<file path="config.mk">
export PLATFORM = sky130hd
export DESIGN_NAME = cps_dist_unit
export DESIGN_NICKNAME = d
export VERILOG_FILES = /design/src/hdl/cps_pkg.sv /design/src/hdl/cps_dist_unit.sv
export SDC_FILE = /design/constraint.sdc
export NUM_CORES = 2
export LEC_CHECK = 0
export ABC_AREA = 1
export BUFFER_PORTS_ARGS = -buffer_cell sky130_fd_sc_hd__buf_2
export CORE_MARGIN = 5
export CORE_UTILIZATION = 60
export CTS_CLUSTER_DIAMETER = 80
export DETAILED_ROUTE_END_ITERATION = 8
export PLACE_DENSITY = 0.89
export SYNTH_ARGS = -nofsm -noshare
export SYNTH_HDL_FRONTEND = slang
export SYNTH_SLANG_ARGS = --single-unit
</file>
<file path="constraint.sdc">
create_clock -name aclk -period 10.11 [get_ports aclk]
set_input_delay 0 -clock aclk [delete_from_list [all_inputs] [get_ports aclk]]
set_output_delay 0 -clock aclk [all_outputs]
set_load 0.1 [all_outputs]
</file>
<file path="src/hdl/cps_pkg.sv">
package cps_pkg;

    localparam int MAX_POINTS = 1024;
    localparam int IDX_W      = $clog2(MAX_POINTS);
    localparam int CNT_W      = $clog2(MAX_POINTS + 1);
    localparam int COORD_W    = 24;
    localparam int PART_W     = 2 * COORD_W;
    localparam int SQ_W       = 2 * COORD_W + 2;
    localparam int ROOT_W     = SQ_W / 2;
    localparam int OUT_IDX_W  = 10;

    typedef struct packed {
        logic signed [COORD_W-1:0] x_coord;
        logic signed [COORD_W-1:0] y_coord;
        logic signed [COORD_W-1:0] z_coord;
        logic                      last_point;
    } cps_in_t;

    typedef struct packed {
        logic [ROOT_W-1:0]    min_distance;
        logic [OUT_IDX_W-1:0] first_index;
        logic [OUT_IDX_W-1:0] second_index;
        logic                 pair_found;
        logic                 overflowed;
    } cps_out_t;

    typedef struct packed {
        logic signed [COORD_W-1:0] x;
        logic signed [COORD_W-1:0] y;
        logic signed [COORD_W-1:0] z;
    } point_t;

    typedef struct packed {
        logic             valid;
        logic [IDX_W-1:0] first;
        logic [IDX_W-1:0] second;
    } pair_tag_t;

    typedef struct packed {
        pair_tag_t       tag;
        logic [SQ_W-1:0] square;
    } dist_res_t;

    typedef struct packed {
        logic              done;
        logic              busy;
        logic [ROOT_W-1:0] root;
    } sqrt_res_t;

endpackage

</file>
<file path="src/hdl/cps_dist_unit.sv">
module cps_dist_unit
    import cps_pkg::*;
(
    input  logic      aclk,
    input  logic      aresetn,
    input  pair_tag_t in_tag,
    input  point_t    pt_a,
    input  point_t    pt_b,
    output dist_res_t res,
    output logic      busy
);

    // stage 1: differences, stage 2: squares, stage 3: sum
    pair_tag_t                 tag1_reg, tag2_reg, tag3_reg;
    logic signed [COORD_W:0]   dx_reg, dy_reg, dz_reg;
    logic [PART_W-1:0]         sqx_reg, sqy_reg, sqz_reg;
    logic [SQ_W-1:0]           sum_reg;
    logic [COORD_W:0]          mag_x, mag_y, mag_z;

    always_comb begin
        mag_x = dx_reg[COORD_W] ? (~dx_reg + 1'b1) : dx_reg;
        mag_y = dy_reg[COORD_W] ? (~dy_reg + 1'b1) : dy_reg;
        mag_z = dz_reg[COORD_W] ? (~dz_reg + 1'b1) : dz_reg;
    end

    always_ff @(posedge aclk) begin
        if (!aresetn) begin
            tag1_reg.valid <= 1'b0;
            tag2_reg.valid <= 1'b0;
            tag3_reg.valid <= 1'b0;
        end else begin
            tag1_reg.valid <= in_tag.valid;
            tag2_reg.valid <= tag1_reg.valid;
            tag3_reg.valid <= tag2_reg.valid;
        end
        tag1_reg.first  <= in_tag.first;
        tag1_reg.second <= in_tag.second;
        tag2_reg.first  <= tag1_reg.first;
        tag2_reg.second <= tag1_reg.second;
        tag3_reg.first  <= tag2_reg.first;
        tag3_reg.second <= tag2_reg.second;
        dx_reg  <= (COORD_W+1)'(pt_b.x) - (COORD_W+1)'(pt_a.x);
        dy_reg  <= (COORD_W+1)'(pt_b.y) - (COORD_W+1)'(pt_a.y);
        dz_reg  <= (COORD_W+1)'(pt_b.z) - (COORD_W+1)'(pt_a.z);
        sqx_reg <= PART_W'(mag_x[COORD_W-1:0]) * PART_W'(mag_x[COORD_W-1:0]);
        sqy_reg <= PART_W'(mag_y[COORD_W-1:0]) * PART_W'(mag_y[COORD_W-1:0]);
        sqz_reg <= PART_W'(mag_z[COORD_W-1:0]) * PART_W'(mag_z[COORD_W-1:0]);
        sum_reg <= SQ_W'(sqx_reg) + SQ_W'(sqy_reg) + SQ_W'(sqz_reg);
    end

    assign res.tag    = tag3_reg;
    assign res.square = sum_reg;
    assign busy       = tag1_reg.valid | tag2_reg.valid | tag3_reg.valid;

endmodule

</file>
# Word-level counts from Yosys, hierarchy flattened

Index checks and enable logic that the tools add are counted.

Bitwise operators: 5
Order comparisons: 0
$mul: 3
$add $sub $neg: 8
Eq/ne operators: 0
Shifts and indexed selects: 0
Reduce and logical (&&, ||, !) cells: 0
Divide/modulo/power cells: 0
Muxes and demuxes: 3

Operators with widths:

| cell                  | count |
|---|---|
| $mul 24x24->48        | 3 |
| $sub 24x24->25        | 3 |
| $add 24x1->24 const B | 3 |
| $mux 24               | 3 |
| $not 24->24           | 3 |
| $add 49x48->50        | 1 |
| $add 48x48->49        | 1 |
| $or 1x1->1            | 2 |

Output and inout port bits: 72
Latch bits: 0
ROM bits: 0
Memory bits (writable): 0
Memories kept: 0
Input port bits: 167
Register bits: 332
Word-level logic and storage cells: 35

# Depth between registers and ports, before layout

Depth in word-level cells: 4
Depth in mapped cells: 41
Gate-level depth less buffers: 38

# Worst setup path before layout

OpenSTA, ideal clock, no wires.

Path kind: register -> register
From: register dy_reg[0]
To: register sqy_reg[46]
Arrival: 7284 ps
Library setup time: 113 ps
Buffers on the path: 3
Clock period less this slack: 7397 ps
Setup slack: 2713 ps
Stages on the path, launching flop included: 34
Required time: 9997 ps
Path through: dfxtp_1 -> inv_2 -> clkbuf_1 -> clkbuf_1 -> ha_1 -> nand3_2 -> o21ai_4 -> o21ai_0 -> or2_0 -> nand2_1 -> buf_2 -> nand2_1 -> fa_1 -> inv_1 -> fa_1 -> inv_1 -> fa_1 -> inv_1 -> fa_1 -> fa_1 -> fa_1 -> inv_1 -> fa_1 -> inv_1 -> ha_1 -> nand2_1 -> nor2_1 -> inv_1 -> nor2_1 -> inv_1 -> o21ai_0 -> nand2_1 -> nand4_1 -> nand2_1

Cells in the longest elaborated chain, start to end: 4

RTL lines:

| item                   | RTL line            | RTL |
|---|---|---|
| start, declared        | cps_dist_unit.sv:15 | `logic signed [COORD_W:0] dx_reg, dy_reg, dz_reg;` |
| start signal, assigned | cps_dist_unit.sv:43 | `dy_reg <= (COORD_W+1)'(pt_b.y) - (COORD_W+1)'(pt_a.y);` |
| $not 24->24            | cps_dist_unit.sv:22 | `mag_y = dy_reg[COORD_W] ? (~dy_reg + 1'b1) : dy_reg;` |
| $add 24x1->24          | cps_dist_unit.sv:22 |  |
| $mux 24 (*)            | cps_dist_unit.sv:22 |  |
| $mul 24x24->48 (*)     | cps_dist_unit.sv:46 | `sqy_reg <= PART_W'(mag_y[COORD_W-1:0]) * PART_W'(mag_y[COORD_W-1:0]);` |
| end signal, assigned   | cps_dist_unit.sv:46 |  |
| end, declared          | cps_dist_unit.sv:16 | `logic [PART_W-1:0] sqx_reg, sqy_reg, sqz_reg;` |

Every way passes the cells marked *; elsewhere a longest branch is shown, timed or not.
A chain may end at the register's enable or synchronous reset.

# Final worst setup path

From: register dz_reg[0]
To: register sqz_reg[37]

Cells in the longest elaborated chain, start to end: 4

RTL lines:

| item                   | RTL line            | RTL |
|---|---|---|
| start, declared        | cps_dist_unit.sv:15 |  |
| start signal, assigned | cps_dist_unit.sv:44 | `dz_reg <= (COORD_W+1)'(pt_b.z) - (COORD_W+1)'(pt_a.z);` |
| $not 24->24            | cps_dist_unit.sv:23 | `mag_z = dz_reg[COORD_W] ? (~dz_reg + 1'b1) : dz_reg;` |
| $add 24x1->24          | cps_dist_unit.sv:23 |  |
| $mux 24 (*)            | cps_dist_unit.sv:23 |  |
| $mul 24x24->48 (*)     | cps_dist_unit.sv:47 | `sqz_reg <= PART_W'(mag_z[COORD_W-1:0]) * PART_W'(mag_z[COORD_W-1:0]);` |
| end signal, assigned   | cps_dist_unit.sv:47 |  |
| end, declared          | cps_dist_unit.sv:16 |  |

Marks and branches as above.

==> results_dict.tcl <==
set metrics [dict create \
    h-tree-depth 2 \
    viasPerCell 5.54 \
    worst_hold_path.num_cells 2 \
    die_y_um 345 \
    synth-simple-area-share 0.173 \
    place_inst 10100 \
    syn_inst 8453 \
    yosysWarnings 0 \
    critPathMostFrequentCell "fa_1" \
    rrSetupSlack_ns 1.02 \
    min_from "in_tag[19]" \
    r2r_end "sqz_reg[37]$_DFF_P_" \
    fin_ws_ns 1.02 \
    cts_buffer_depth 3 \
    die_area_um2 119000 \
    synth.cell_area_um2 67500 \
    slew_viol_final 0 \
    place_ws_ns 1.17 \
    cts-root-buf "clkbuf_16" \
    routed_wl_um 203000 \
    overflow 0 \
    setup_viol 0 \
    insertion_delay_ns 0.64 \
    grtUsageTotal 0.342 \
    r2r_start "dz_reg[0]$_DFF_P_" \
    core-area_um2 112000 \
    cts_tree "built" \
    drive_gt1_frac 0.0535 \
    slew_headroom 0.190 \
    register_area_um2 6590 \
    vias 57600 \
    cts_sinks 329 \
    num_io_pins 239 \
    largest_register_ffs 50 \
    worst_slew_pin_slew_ns 1.21 \
    max_freq_mhz 110 \
    synthArstFlopShare 0 \
    hold_path_end "tag1_reg[19]$_DFF_P_" \
    dp.final_hpwl_um 169000 \
    cts_made_buffers 44 \
    grt_pass1_wl_um 324000 \
    fin_skew_ns 0.0569 \
    maxCapViolCount 0 \
    synth_edf_count 0 \
    drtAntennaViolNets 0 \
    fin_crit_sh 0.899 \
    synth_top_family_by_area "adder cells" \
    initial_core_util 0.602 \
    grt_max_degree 27 \
    critical_path_arrival_ns 9.59 \
    wl_per_cell_um 19.5 \
    nets 11000 \
    avgSynthCellArea_um2 7.98 \
    hold_violations 0 \
    required_ns 10.61 \
    final_cells 10400 \
    post_synth_fa_ha_maj_area_fraction 0.508 \
    gp_congestion 1.03 \
    cp_slowest_cell "dfxtp_1" \
    hold_slack_ns 0.0294 \
    ys_seq_area_frac 0.0976 \
    setup.worst_path.start_class "register" \
    slowest_delay_ns 0.70 \
    rows 123 \
    die_w_um 345 \
    cts_resized 0 \
    reg2regPathDepth 29 \
    synth_ff_type "dfxtp_1" \
    drc 0 \
    rsz0062_at_grt "no" \
    drt_first_pass_iters 8 \
    path_class "register to register" \
    ys_ff_latch 329 \
    grt_pass1_vias 61700 \
    fill_cells 9110 \
    cts.clk_slew.worst_paths_ns 0.07 \
    drtIter0Drc 5263 \
    outcome "finished, final reports clean" \
    synth-compound-area-share 0.0541 \
    crit_path_max_fanout 21 \
    multi_input_area_um2 51600 \
    antenna_found_initial 4 \
    worst_setup_path_end_kind "register" \
    fin_setup_tns_ns 0 \
    io_buffer_count 238 \
    syn_to_final_growth_pct 9.41 \
    ys_types 55 \
    fin_crit_ns 9.09 \
    synth-xor-area-share 0.0294 \
    hold_class "input port to register" \
    muxShareOfSynthArea 0 \
]
## worst max-delay path by stage
stage | start | end | slack, ns | depth (start not counted)
after detailed placement | dz_reg[0]$_DFF_P_ | sqz_reg[30]$_DFF_P_ | 1.17 | 29
after global routing | dz_reg[0]$_DFF_P_ | sqz_reg[37]$_DFF_P_ | 0.62 | 30
after global placement | dz_reg[0]$_DFF_P_ | sqz_reg[30]$_DFF_P_ | 1.21 | 29
final | dz_reg[0]$_DFF_P_ | sqz_reg[37]$_DFF_P_ | 1.02 | 29
after CTS | dz_reg[0]$_DFF_P_ | sqz_reg[37]$_DFF_P_ | 1.10 | 29
after floorplan | dy_reg[0]$_DFF_P_ | sqy_reg[46]$_DFF_P_ | 2.71 | 33
## layer usage
| metal | GRT usage | share of wire | up-vias |
|---|---|---|---|
| li1 | - | - | 25800 |
| met1 | 0.443 | 0.39 | 27900 |
| met2 | 0.556 | 0.46 | 3138 |
| met3 | 0.0665 | 0.098 | 780 |
| met4 | 0.162 | 0.057 | 2 |
| met5 | 0 | 0.000054 | - |
## layout by cell type, fill, tap and decap left out, drive strengths merged, types with 6 or more instances in the layout
cell type,synthesis,routed
or2,16,16
nor3,60,60
a21oi,328,328
fa,1320,1320
xor2,159,159
dlygate4sd3,0,193
o21a,32,32
buf,79,277
clkinv,13,23
o21bai,38,38
nand3b,7,7
a31oi,7,7
nor4,6,6
nand2,1529,1529
o21ai,206,206
and2,6,6
a21boi,16,16
dfxtp,329,329
nand3,248,248
inv,2307,2320
xnor2,54,54
a21o,19,19
bufinv,0,6
nor2,909,909
ha,625,625
nand4,77,77
clkbuf,36,49
## critical path, delay by kind of cell, from the launching register on
kind / cells / cell delay, ns
AND/OR/NAND/NOR: 14 / 2.71
buffers and inverters: 6 / 1.20
flip-flops: 1 / 0.70
adder cells (fa/ha/maj): 9 / 4.29
## cell type report
cell class / instances / share of cell area
clock buffers: 49 / 0.0156
repair buffers: 470 / 0.0463
inverters: 2320 / 0.118
multi-input cells: 5691 / 0.699
clock inverters: 33 / 0.00637
flip-flops and latches: 329 / 0.0892
diodes: 2 / 0.0000678
well taps: 1500 / 0.0254
## cells in the mapped netlist (3+ instances only)
master / number / area share
inv_1: 2269 / 0.13
nand2_1: 1501 / 0.084
fa_1: 1320 / 0.39
nor2_1: 887 / 0.049
ha_1: 625 / 0.12
dfxtp_1: 329 / 0.098
a21oi_1: 328 / 0.024
nand3_1: 244 / 0.018
o21ai_0: 193 / 0.014
xor2_1: 151 / 0.020
nand4_1: 77 / 0.0071
buf_2: 65 / 0.0048
nor3_1: 59 / 0.0044
xnor2_1: 52 / 0.0068
inv_2: 37 / 0.0021
o21bai_1: 37 / 0.0041
clkbuf_1: 36 / 0.0020
o21a_1: 32 / 0.0036
nand2_2: 25 / 0.0023
a21o_1: 19 / 0.0021
a21boi_0: 16 / 0.0018
nor2_2: 14 / 0.0013
clkinv_1: 13 / 0.00072
buf_4: 11 / 0.0012
nor2_4: 8 / 0.0013
or2_2: 8 / 0.00074
a31oi_1: 7 / 0.00065
nand3b_1: 7 / 0.00078
o21ai_1: 7 / 0.00052
or2_1: 7 / 0.00065
and2_1: 6 / 0.00056
nor4_1: 6 / 0.00056
nand2b_1: 5 / 0.00046
nor3b_1: 5 / 0.00056
o211ai_1: 5 / 0.00056
nand3_2: 4 / 0.00059
xor2_2: 4 / 0.00096
xor2_4: 4 / 0.0016
buf_6: 3 / 0.00050
nand2_4: 3 / 0.00050
o21ai_2: 3 / 0.00039
o21ai_4: 3 / 0.00072
## stage by stage
stage                util  area [um^2]
global placement    0.627        70300
CTS                 0.659        73800
detailed placement  0.627        70300
global route        0.659        73800
floorplan               -        67500
finish              0.659        73800
## logic make-up after synthesis
group                    after synthesis
XOR/XNOR                             213
adder cells (fa/ha/maj)             1945
buffers and inverters               2435
AND/OR/NAND/NOR                     2872
other                                  1
AO/OA/AOI/OAI                        658
flip-flops                           329
## timing repair
item / in CTS / in global routing
hold buffers: 193 / 0
setup buffers: 0 / 0
hold endpoints to repair: 98 / 0
Power is not shown: default switching activity piles up to over one toggle a cycle in this logic, so the estimate is an artifact.
