**config.mk**
```make
export PLATFORM = sky130hd
export DESIGN_NAME = cps_isqrt
export DESIGN_NICKNAME = d
export VERILOG_FILES = /design/src/hdl/cps_pkg.sv /design/src/hdl/cps_isqrt.sv
export SDC_FILE = /design/constraint.sdc
export NUM_CORES = 1
export LEC_CHECK = 0
export CELL_PAD_IN_SITES_DETAIL_PLACEMENT = 1
export CELL_PAD_IN_SITES_GLOBAL_PLACEMENT = 2
export CORE_MARGIN = 3
export CORE_UTILIZATION = 31
export CTS_CLUSTER_SIZE = 14
export DETAILED_ROUTE_END_ITERATION = 12
export DONT_BUFFER_PORTS = 1
export GPL_ROUTABILITY_DRIVEN = 0
export PLACE_DENSITY = 0.66
export SYNTH_ARGS = -nofsm -noshare
export SYNTH_HDL_FRONTEND = slang
export SYNTH_SLANG_ARGS = --single-unit
```
**constraint.sdc**
```tcl
create_clock -name aclk -period 3.34 [get_ports aclk]
set_clock_uncertainty 0.1 [all_clocks]
set_input_delay 0 -clock aclk [delete_from_list [all_inputs] [get_ports aclk]]
set_output_delay 0 -clock aclk [all_outputs]
set_load 0.05 [all_outputs]
```
**src/hdl/cps_pkg.sv**
```systemverilog
package cps_pkg;

    localparam int MAX_POINTS = 1024;
    localparam int IDX_W      = $clog2(MAX_POINTS);
    localparam int CNT_W      = $clog2(MAX_POINTS + 1);
    localparam int COORD_W    = 24;
    localparam int PART_W     = 2 * COORD_W;
    localparam int SQ_W       = 2 * COORD_W + 2;
    localparam int ROOT_W     = SQ_W / 2;
    localparam int OUT_IDX_W  = 10;

    typedef struct packed {
        logic signed [COORD_W-1:0] x_coord;
        logic signed [COORD_W-1:0] y_coord;
        logic signed [COORD_W-1:0] z_coord;
        logic                      last_point;
    } cps_in_t;

    typedef struct packed {
        logic [ROOT_W-1:0]    min_distance;
        logic [OUT_IDX_W-1:0] first_index;
        logic [OUT_IDX_W-1:0] second_index;
        logic                 pair_found;
        logic                 overflowed;
    } cps_out_t;

    typedef struct packed {
        logic signed [COORD_W-1:0] x;
        logic signed [COORD_W-1:0] y;
        logic signed [COORD_W-1:0] z;
    } point_t;

    typedef struct packed {
        logic             valid;
        logic [IDX_W-1:0] first;
        logic [IDX_W-1:0] second;
    } pair_tag_t;

    typedef struct packed {
        pair_tag_t       tag;
        logic [SQ_W-1:0] square;
    } dist_res_t;

    typedef struct packed {
        logic              done;
        logic              busy;
        logic [ROOT_W-1:0] root;
    } sqrt_res_t;

endpackage

```
**src/hdl/cps_isqrt.sv**
```systemverilog
module cps_isqrt
    import cps_pkg::*;
(
    input  logic            aclk,
    input  logic            aresetn,
    input  logic            start,
    input  logic [SQ_W-1:0] radicand,
    output sqrt_res_t       res
);

    localparam int REM_W  = ROOT_W + 3;
    localparam int STEP_W = $clog2(ROOT_W);

    logic              busy_reg, busy_next;
    logic              done_reg, done_next;
    logic [STEP_W-1:0] step_reg, step_next;
    logic [SQ_W-1:0]   val_reg, val_next;
    logic [REM_W-1:0]  rem_reg, rem_next;
    logic [ROOT_W-1:0] root_reg, root_next;
    logic [REM_W-1:0]  rem_shift;
    logic [REM_W-1:0]  trial;

    always_comb begin
        rem_shift = {rem_reg[REM_W-3:0], val_reg[SQ_W-1:SQ_W-2]};
        trial     = REM_W'({root_reg, 2'b01});
        busy_next = busy_reg;
        done_next = 1'b0;
        step_next = step_reg;
        val_next  = val_reg;
        rem_next  = rem_reg;
        root_next = root_reg;
        if (start && !busy_reg) begin
            busy_next = 1'b1;
            step_next = STEP_W'(ROOT_W - 1);
            val_next  = radicand;
            rem_next  = '0;
            root_next = '0;
        end else if (busy_reg) begin
            // one root bit per step
            val_next = {val_reg[SQ_W-3:0], 2'b00};
            if (rem_shift >= trial) begin
                rem_next  = rem_shift - trial;
                root_next = {root_reg[ROOT_W-2:0], 1'b1};
            end else begin
                rem_next  = rem_shift;
                root_next = {root_reg[ROOT_W-2:0], 1'b0};
            end
            if (step_reg == '0) begin
                busy_next = 1'b0;
                done_next = 1'b1;
            end else begin
                step_next = step_reg - 1'b1;
            end
        end
    end

    always_ff @(posedge aclk) begin
        if (!aresetn) begin
            busy_reg <= 1'b0;
            done_reg <= 1'b0;
        end else begin
            busy_reg <= busy_next;
            done_reg <= done_next;
        end
    end

    always_ff @(posedge aclk) begin
        step_reg <= step_next;
        val_reg  <= val_next;
        rem_reg  <= rem_next;
        root_reg <= root_next;
    end

    assign res.done = done_reg;
    assign res.busy = busy_reg;
    assign res.root = root_reg;

endmodule

```
# After elaboration in Yosys (flattened, before gate mapping)
# Cells that the tools add are included.
# Widths: inputs -> output; s select.
# totals
regBits,108
output_inout_bits,27
# classes
add_sub_neg,2
magnitude_cmp,1
mux,8
bitwise,3
n_reduce_logical,6
# ops
op,count
$mux 50,2
$ge 28x27->1,1
$mux 26,1
$sub 26x26->26,1
$logic_not 5->1,1
$mux 1,5
$sub 5x1->5 const B,1
$not 1->1,3
$reduce_or 3->1,1
$reduce_and 2->1,1
$reduce_bool 2->1,1
$logic_and 1x1->1,1
$logic_not 1->1,1

# Longest topological paths before layout
# Gate-level depths: netlist of run 1.
# logic_depth
word_depth,4
mapped_depth,13

# Worst setup path before layout of run 1
# Ideal clock, no wire load.
# synth_path
kind,reg-to-reg
from,reg root_reg[15]
to,reg rem_reg[12]
setup_time_ns,0.117
arrival_ns,2.780
t_required_ns,3.123
path_slack_ns,0.343
path_stages_with_launch,12
path_buffers,2
period_less_slack_ns,2.997
cell_sequence,dfxtp_1 > inv_1 > ha_1 > buf_2 > nand4_2 > nor3_2 > nand2_1 > o31a_1 > a31oi_4 > buf_6 > mux2_4 > a22o_1
# synth_via
elab_chain_len,2
# synth_rtl
element,line,source
from (decl),cps_isqrt.sv:19,"logic [ROOT_W-1:0] root_reg, root_next;"
from (signal assigned),cps_isqrt.sv:71,root_reg <= root_next;
$ge 28x27->1,cps_isqrt.sv:41,if (rem_shift >= trial) begin
$mux 26,cps_isqrt.sv:41,
to (signal assigned),cps_isqrt.sv:70,rem_reg <= rem_next;
to (decl),cps_isqrt.sv:18,"logic [REM_W-1:0] rem_reg, rem_next;"
# Every way passes these cells.
# A chain may end at the register's enable or synchronous reset.

# Worst setup path after layout of run 1
# layout_path
from,reg root_reg[13]
to,reg rem_reg[3]
# The elaborated chain is that of the path after synthesis.

==> results of run 1 <==
-- placed cells by master (no fill, tap or decap), types with 3 or more instances in the layout --
master	count
a211oi_1	3
a21o_1	14
a21oi_1	23
a21oi_2	3
a22o_1	7
a31oi_1	3
buf_4	32
clkbuf_16	9
dfxtp_1	57
dlygate4sd3_1	53
edfxtp_1	50
ha_1	28
inv_1	34
mux2_2	49
mux2_4	5
nand2_1	78
nand3_1	17
nand4_1	7
nor2_1	25
nor2b_1	6
nor3_1	4
o211ai_1	16
o21ai_0	18
o221ai_1	5
o2bb2a_1	3
o31ai_1	26
or2_2	3
xnor2_1	18
xor2_1	7
-- worst paths after layout --
path	end	slack (ps)
min	rem_reg[21]	40
max reg2reg	rem_reg[3]	400
min reg2reg	step_reg[4]	390
max	rem_reg[3]	400
-- synthesized netlist by cell type, types with 4 or more instances --
cell	count
edfxtp_1	50
inv_1	35
xnor2_1	18
o21ai_0	18
a22o_1	7
o221ai_1	5
mux2_4	5
a21oi_1	23
o31ai_1	26
buf_4	4
nand4_1	7
o211ai_1	16
a21o_1	14
xor2_1	7
ha_1	28
nor3_1	4
nand3_1	17
nor2b_1	7
clkbuf_1	19
dfxtp_1	58
nand2_1	78
mux2_2	49
buf_2	4
nor2_1	25
-- area by class of cell --
class,instances,share of cell area (%)
multi-input combinational,396,41.0
sequential,108,37.7
timing repair buffer,86,11.2
tap,229,4.05
clock buffer,9,3.18
inverter,35,1.86
clock inverter,7,1.15
-- logic make-up (layout without fill, tap and decap cells) --
logic type,after synthesis,in the layout,share of synthesized area [%]
mux,55,55,10.9
buf+inv,67,137,5.03
fa+ha+maj,28,28,5.99
flops,108,108,45.5
simple gates,153,153,11.9
compound gates,135,135,16.9
xor+xnor,25,25,3.74
-- critical path: cells and delay by family (launching register included) --
family / cells / cell delay, ps
mux: 1 / 360
compound gates: 6 / 1190
buf+inv: 2 / 300
flops: 1 / 340
fa+ha+maj: 1 / 430
simple gates: 1 / 130
-- report_power, final --
part / switching, mW / leakage, nW / internal, mW
sequential: 0.128 / 0.980 / 1.61
clock: 0.582 / 0.150 / 0.538
combinational: 1.56 / 1.59 / 1.31
total: 2.27 / 2.72 / 3.46
-- routing by layer --
layer  part of all wire [%]  GRT usage (%)  vias up  wire length, µm
met1                     46           18.7     2131             6800
met4                    1.1           3.87        0              170
met3                    5.0           4.66       13              750
li1                       -              -     2192                -
met5                      0              0        -                0
met2                     48           26.5       75             7230
==> results.py, run 1 <==
metrics = {
    "outcome": {
        "status": "finished, final reports clean",
    },
    "synthesis": {
        "synth_cell_type_count": 56,
        "syn-num-nets": 652,
        "ys_seq_area_share_pct": 45.5,
        "ys_ff_latch": 108,
        "synthArstFlopShare_pct": 0,
        "synth_area_leaders": "edfxtp_1 (26%), dfxtp_1 (20%), mux2_2 (9.4%)",
        "synth_top_area_share_pct": 25.7,
        "synth-edff-count": 50,
        "ys.flop_type": "dfxtp_1",
        "synth_area_leader_cell": "edfxtp_1",
        "syn_avg_cell_area_um2": 10.2,
        "synth_area_um2": 5850,
        "netlist_instances": 571,
        "ys.warnings.count": 0,
    },
    "sta": {
        "setup_violations": 0,
        "hold_ws_ps": 44.9,
        "period_share_pct": 88.0,
        "final.setup.tns_ps": 0,
        "worst_pin_slew_ps": 1050,
        "report.final.slew_viol_count": 0,
        "fmax_ghz": 0.340,
        "hold_viol": 0,
        "period_needed_ps": 2940,
        "setup_slack_ps": 401,
        "slew-limit-headroom_pct": 30.0,
        "grt_setup_unrepaired": "no",
    },
    "clocking": {
        "clk_pin_slew_ps": 80,
        "insertion_delay_ps": 360,
        "cts_buffers": 9,
        "htree_levels": 3,
        "cts_setup_buffers": 0,
        "cts.sinks": 108,
        "cts_hold_buf": 54,
        "cts-root-buf": "clkbuf_16",
        "cts_tree": "built",
        "cts_resized": 0,
        "clock_path_buffers": 2,
    },
    "worst_hold_path": {
        "hold_class": "in -> reg",
        "min_path_cells": 4,
        "min_from": "start",
    },
    "routing": {
        "drtPass1Iterations": 4,
        "routed_wl_um": 15000,
        "ant_nets": 0,
        "drt_iter0_markers": 131,
        "via_count": 4411,
        "vias_per_cell": 5.07,
        "drc_errors": 0,
        "post_drt_wl_per_cell_um": 17.2,
    },
    "setup_path": {
        "startpoint_type": "flop",
        "crit_chain": "inv_1 > ha_1 > nand2_1 > o21ai_1 > a211oi_1 > o31ai_1 > a21oi_2 > a31oi_4 > buf_4 > mux2_2 > a22o_1",
        "r2r_cells": 11,
        "cp-startpoint": "root_reg[13]",
        "slowest_stage": "ha_1",
        "slowest_delay_ps": 430,
        "cp.required_ps": 3500,
        "endpoint_kind": "flop",
        "worst-endpoint-arrival_ps": 3100,
        "reg2reg_from": "root_reg[13]",
        "crit_fanout": 11,
        "path_class": "reg -> reg",
    },
    "placement": {
        "pre_cts_ws_ps": 416,
        "place_area_um2": 6220,
        "port_buffers": 0,
        "dp_hpwl_um": 9910,
        "dp_cells": 800,
    },
    "power_and_ir_drop": {
        "vdd_drop_max_mv": 0.449,
        "total_power_mw": 5.73,
        "power.density_nw_per_um2": 809,
        "p_leak_nw": 2.72,
    },
    "die": {
        "dieArea_um2": 20600,
        "io_pins": 80,
        "dieHeight_um": 143,
        "rows": 49,
        "core_um2": 18300,
        "die_w_um": 143,
        "start_util_pct": 32.0,
    },
    "layout": {
        "fin_nets": 717,
        "antenna_cells": 0,
        "design_area_um2": 7080,
        "synthToLayoutAreaGrowth_pct": 21.1,
        "drive_gt1_share_pct": 19.2,
        "fill_cells": 2038,
        "finish.utilization_pct": 38.8,
        "instances_no_fill": 870,
        "largest_reg_flops": 50,
        "multiInputGateArea_um2": 2900,
        "final-seq-area_um2": 2670,
    },
    "global_routing": {
        "grt_pass1_wl_um": 25100,
        "grt_max_degree": 58,
        "antenna_found_initial": 0,
        "grt_pass1_vias": 4849,
        "grt_remaining_overflow": 0,
        "grtUsageTotal_pct": 15.3,
    },
    "run": {
        "cap_violations": 0,
    },
}
(Power assumes the default switching activity.)
==> run 2, diff against run 1 <==
--- a/config.mk
+++ b/config.mk
@@ -5,15 +5,16 @@
 export SDC_FILE = /design/constraint.sdc
 export NUM_CORES = 1
 export LEC_CHECK = 0
+export ABC_AREA = 1
 export CELL_PAD_IN_SITES_DETAIL_PLACEMENT = 1
 export CELL_PAD_IN_SITES_GLOBAL_PLACEMENT = 2
 export CORE_MARGIN = 3
-export CORE_UTILIZATION = 31
+export CORE_UTILIZATION = 36
 export CTS_CLUSTER_SIZE = 14
 export DETAILED_ROUTE_END_ITERATION = 12
 export DONT_BUFFER_PORTS = 1
 export GPL_ROUTABILITY_DRIVEN = 0
-export PLACE_DENSITY = 0.66
+export PLACE_DENSITY = 0.84
 export SYNTH_ARGS = -nofsm -noshare
 export SYNTH_HDL_FRONTEND = slang
 export SYNTH_SLANG_ARGS = --single-unit
==> run 2 against run 1 <==
  * Via count up 37%
  * Power up 15%
  * Critical endpoint is now rem_reg[25]
  * Synthesized area up 10%
==> results.py, run 2 <==
metrics = {
    "clocking": {
        "cts.sinks": 108,
        "cts_setup_buffers": 0,
        "clk_pin_slew_ps": 80,
        "clock_path_buffers": 2,
        "cts_buffers": 9,
        "cts_resized": 0,
        "htree_levels": 3,
        "insertion_delay_ps": 370,
        "cts-root-buf": "clkbuf_16",
        "cts_tree": "built",
    },
    "synthesis": {
        "synth_cell_type_count": 33,
        "ys_ff_latch": 108,
        "ys_seq_area_share_pct": 41.2,
        "synth_area_um2": 6450,
        "synth-adder-area-share_pct": 5.43,
        "synth_area_leaders": "nand2_1 (25%), edfxtp_1 (23%), dfxtp_1 (18%)",
        "synth_commonest_cells": "nand2_1 (433), inv_1 (152), dfxtp_1 (58)",
        "synth-simple-area-share_pct": 36.4,
        "synth_top_family_by_area": "simple AND/OR/NAND/NOR gates",
        "ys.flop_type": "dfxtp_1",
        "netlist_instances": 948,
        "synth_top_area_share_pct": 25.2,
        "synthMuxAreaShare_pct": 0,
        "synthArstFlopShare_pct": 0,
        "ys.warnings.count": 0,
        "yosysMostFrequentCell": "nand2_1",
        "synth-edff-count": 50,
        "syn_avg_cell_area_um2": 6.81,
        "synth-compound-area-share_pct": 4.25,
        "synth_area_leader_cell": "nand2_1",
        "synth_xor_area_share_pct": 1.49,
        "syn-num-nets": 1029,
    },
    "power_and_ir_drop": {
        "total_power_mw": 6.58,
        "p_clk_share_pct": 16.7,
        "power.density_nw_per_um2": 860,
        "sequentialPowerShare_pct": 26.9,
        "pwr-share-comb_pct": 56.4,
        "switching_share_pct": 48.9,
        "power.switching_mw": 3.22,
        "vdd_drop_max_mv": 0.349,
        "internal_power_mw": 3.36,
        "p_leak_nw": 3.95,
    },
    "layout": {
        "antenna_cells": 0,
        "synthToLayoutAreaGrowth_pct": 18.6,
        "fin_nets": 1093,
        "fill_cells": 2249,
        "layout_commonest_cell": "nand2_1",
        "drive_gt1_share_pct": 6.10,
        "mostFrequentLayoutCells": "nand2_1 (433), inv_1 (152), dfxtp_1 (57)",
        "largest_reg_flops": 50,
    },
    "setup_path": {
        "cp_common_cell": "nand2_1",
        "r2r_setup_slack_ps": 640,
        "crit_chain": "inv_1 > ha_1 > nand2_1 > nor2_1 > and2_2 > and2_2 > nand2_4 > nand3_4 > nand2_1 > nand2_1 > nand2_1 > nand2_1",
        "crit_fanout": 27,
        "cp.required_ps": 3510,
        "path_class": "reg -> reg",
        "slowest_delay_ps": 380,
        "worst-endpoint-arrival_ps": 2860,
        "startpoint_type": "flop",
        "slowest_stage": "ha_1",
        "endpoint_kind": "flop",
    },
    "die": {
        "dieHeight_um": 140,
        "start_util_pct": 37.1,
        "dieArea_um2": 19600,
        "die_w_um": 140,
        "rows": 48,
        "core_um2": 17400,
        "io_pins": 80,
    },
    "routing": {
        "drt_iter0_markers": 252,
        "ant_nets": 0,
        "routed_wl_um": 19700,
        "drtPass1Iterations": 4,
        "post_drt_wl_per_cell_um": 15.9,
        "via_count": 6023,
        "vias_per_cell": 4.85,
        "drc_errors": 0,
    },
    "global_routing": {
        "grt_max_degree": 58,
        "grtUsageTotal_pct": 20.7,
        "antenna_found_initial": 0,
        "grt_pass1_wl_um": 32900,
        "grt_pass1_vias": 6407,
        "grt_remaining_overflow": 0,
    },
    "sta": {
        "period_needed_ps": 2700,
        "worst_pin_slew_ps": 1080,
        "slew-limit-headroom_pct": 28.0,
        "setup_violations": 0,
        "period_share_pct": 80.7,
        "final.setup.tns_ps": 0,
        "report.final.slew_viol_count": 0,
        "hold_viol": 0,
        "grt_setup_unrepaired": "no",
        "fmax_ghz": 0.371,
    },
    "outcome": {
        "status": "finished, final reports clean",
    },
    "placement": {
        "dp_hpwl_um": 13800,
        "port_buffers": 0,
    },
    "run": {
        "cap_violations": 0,
    },
    "worst_hold_path": {
        "hold_class": "in -> reg",
    },
}
-- run 2: layout make-up --
cell class / instances / area (µm²) / area share [%]
Clock inverter: 7 / 66.3 / 0.866
Inverter: 156 / 586 / 7.65
Clock buffer: 9 / 225 / 2.94
Timing Repair Buffer: 83 / 753 / 9.84
Sequential cell: 108 / 2660 / 34.8
Tap cell: 225 / 282 / 3.68
Multi-Input combinational cell: 654 / 3080 / 40.2
-- run 2: critical path: cells and delay by family, from the launching register on --
kind | cells | cell delay [ps]
flip-flops | 1 | 340
buffers and inverters | 1 | 70
AND/OR/NAND/NOR | 10 | 1690
adder cells (fa/ha/maj) | 1 | 380
-- run 2: logic make-up (layout without fill, tap and decap cells) --
family,after synthesis,count (layout)
buffers and inverters,186,255
flip-flops,108,108
AO/OA/AOI/OAI,46,46
XOR/XNOR,11,11
AND/OR/NAND/NOR,569,569
adder cells (fa/ha/maj),28,28
-- run 2: final timing paths --
kind                                   start     endpoint  cells past startpoint
worst min-delay path                   start  step_reg[3]                      4
worst max register to register  root_reg[18]  rem_reg[25]                     12
worst max-delay path            root_reg[18]  rem_reg[25]                     12
worst min register to register   step_reg[4]  step_reg[4]                      2
-- run 2: timing repair --
item / CTS / global route
hold endpoints to repair: 78 / 0
setup endpoints to repair: 0 / 0
hold buffers: 52 / 0
-- run 2: routing by layer --
metal / track usage, % / vias up / share of wire, % / routed length (µm)
met3: 3.62 / 23 / 3.9 / 767
met2: 36.5 / 104 / 49 / 9660
li1: - / 3087 / - / -
met1: 26.2 / 2809 / 45 / 8950
met4: 5.61 / 0 / 1.7 / 330
met5: 0 / - / 0 / 0
-- run 2: power by group through the flow --
| stage | Clock, mW | Sequential [mW] | Combinational (mW) |
|---|---|---|---|
| after detailed placement | 0 | 1.80 | 3.68 |
| after CTS | 1.12 | 1.77 | 3.75 |
| final | 1.10 | 1.77 | 3.71 |
| after global routing | 1.17 | 1.80 | 4.29 |
| after floorplan | 0 | 1.79 | 2.76 |
| after global placement | 0 | 1.80 | 3.62 |
-- run 2: stage by stage --
step	hold slack, ps	util, %	instance area, µm²	setup WS, ps	instances
global placement	41.2	39.3	6840	685	1174
CTS	107	43.9	7650	629	1242
floorplan	32.1	-	6450	561	948
detailed placement	40.9	39.3	6840	649	1174
finish	123	43.9	7650	644	1242
global route	177	43.9	7650	400	1242
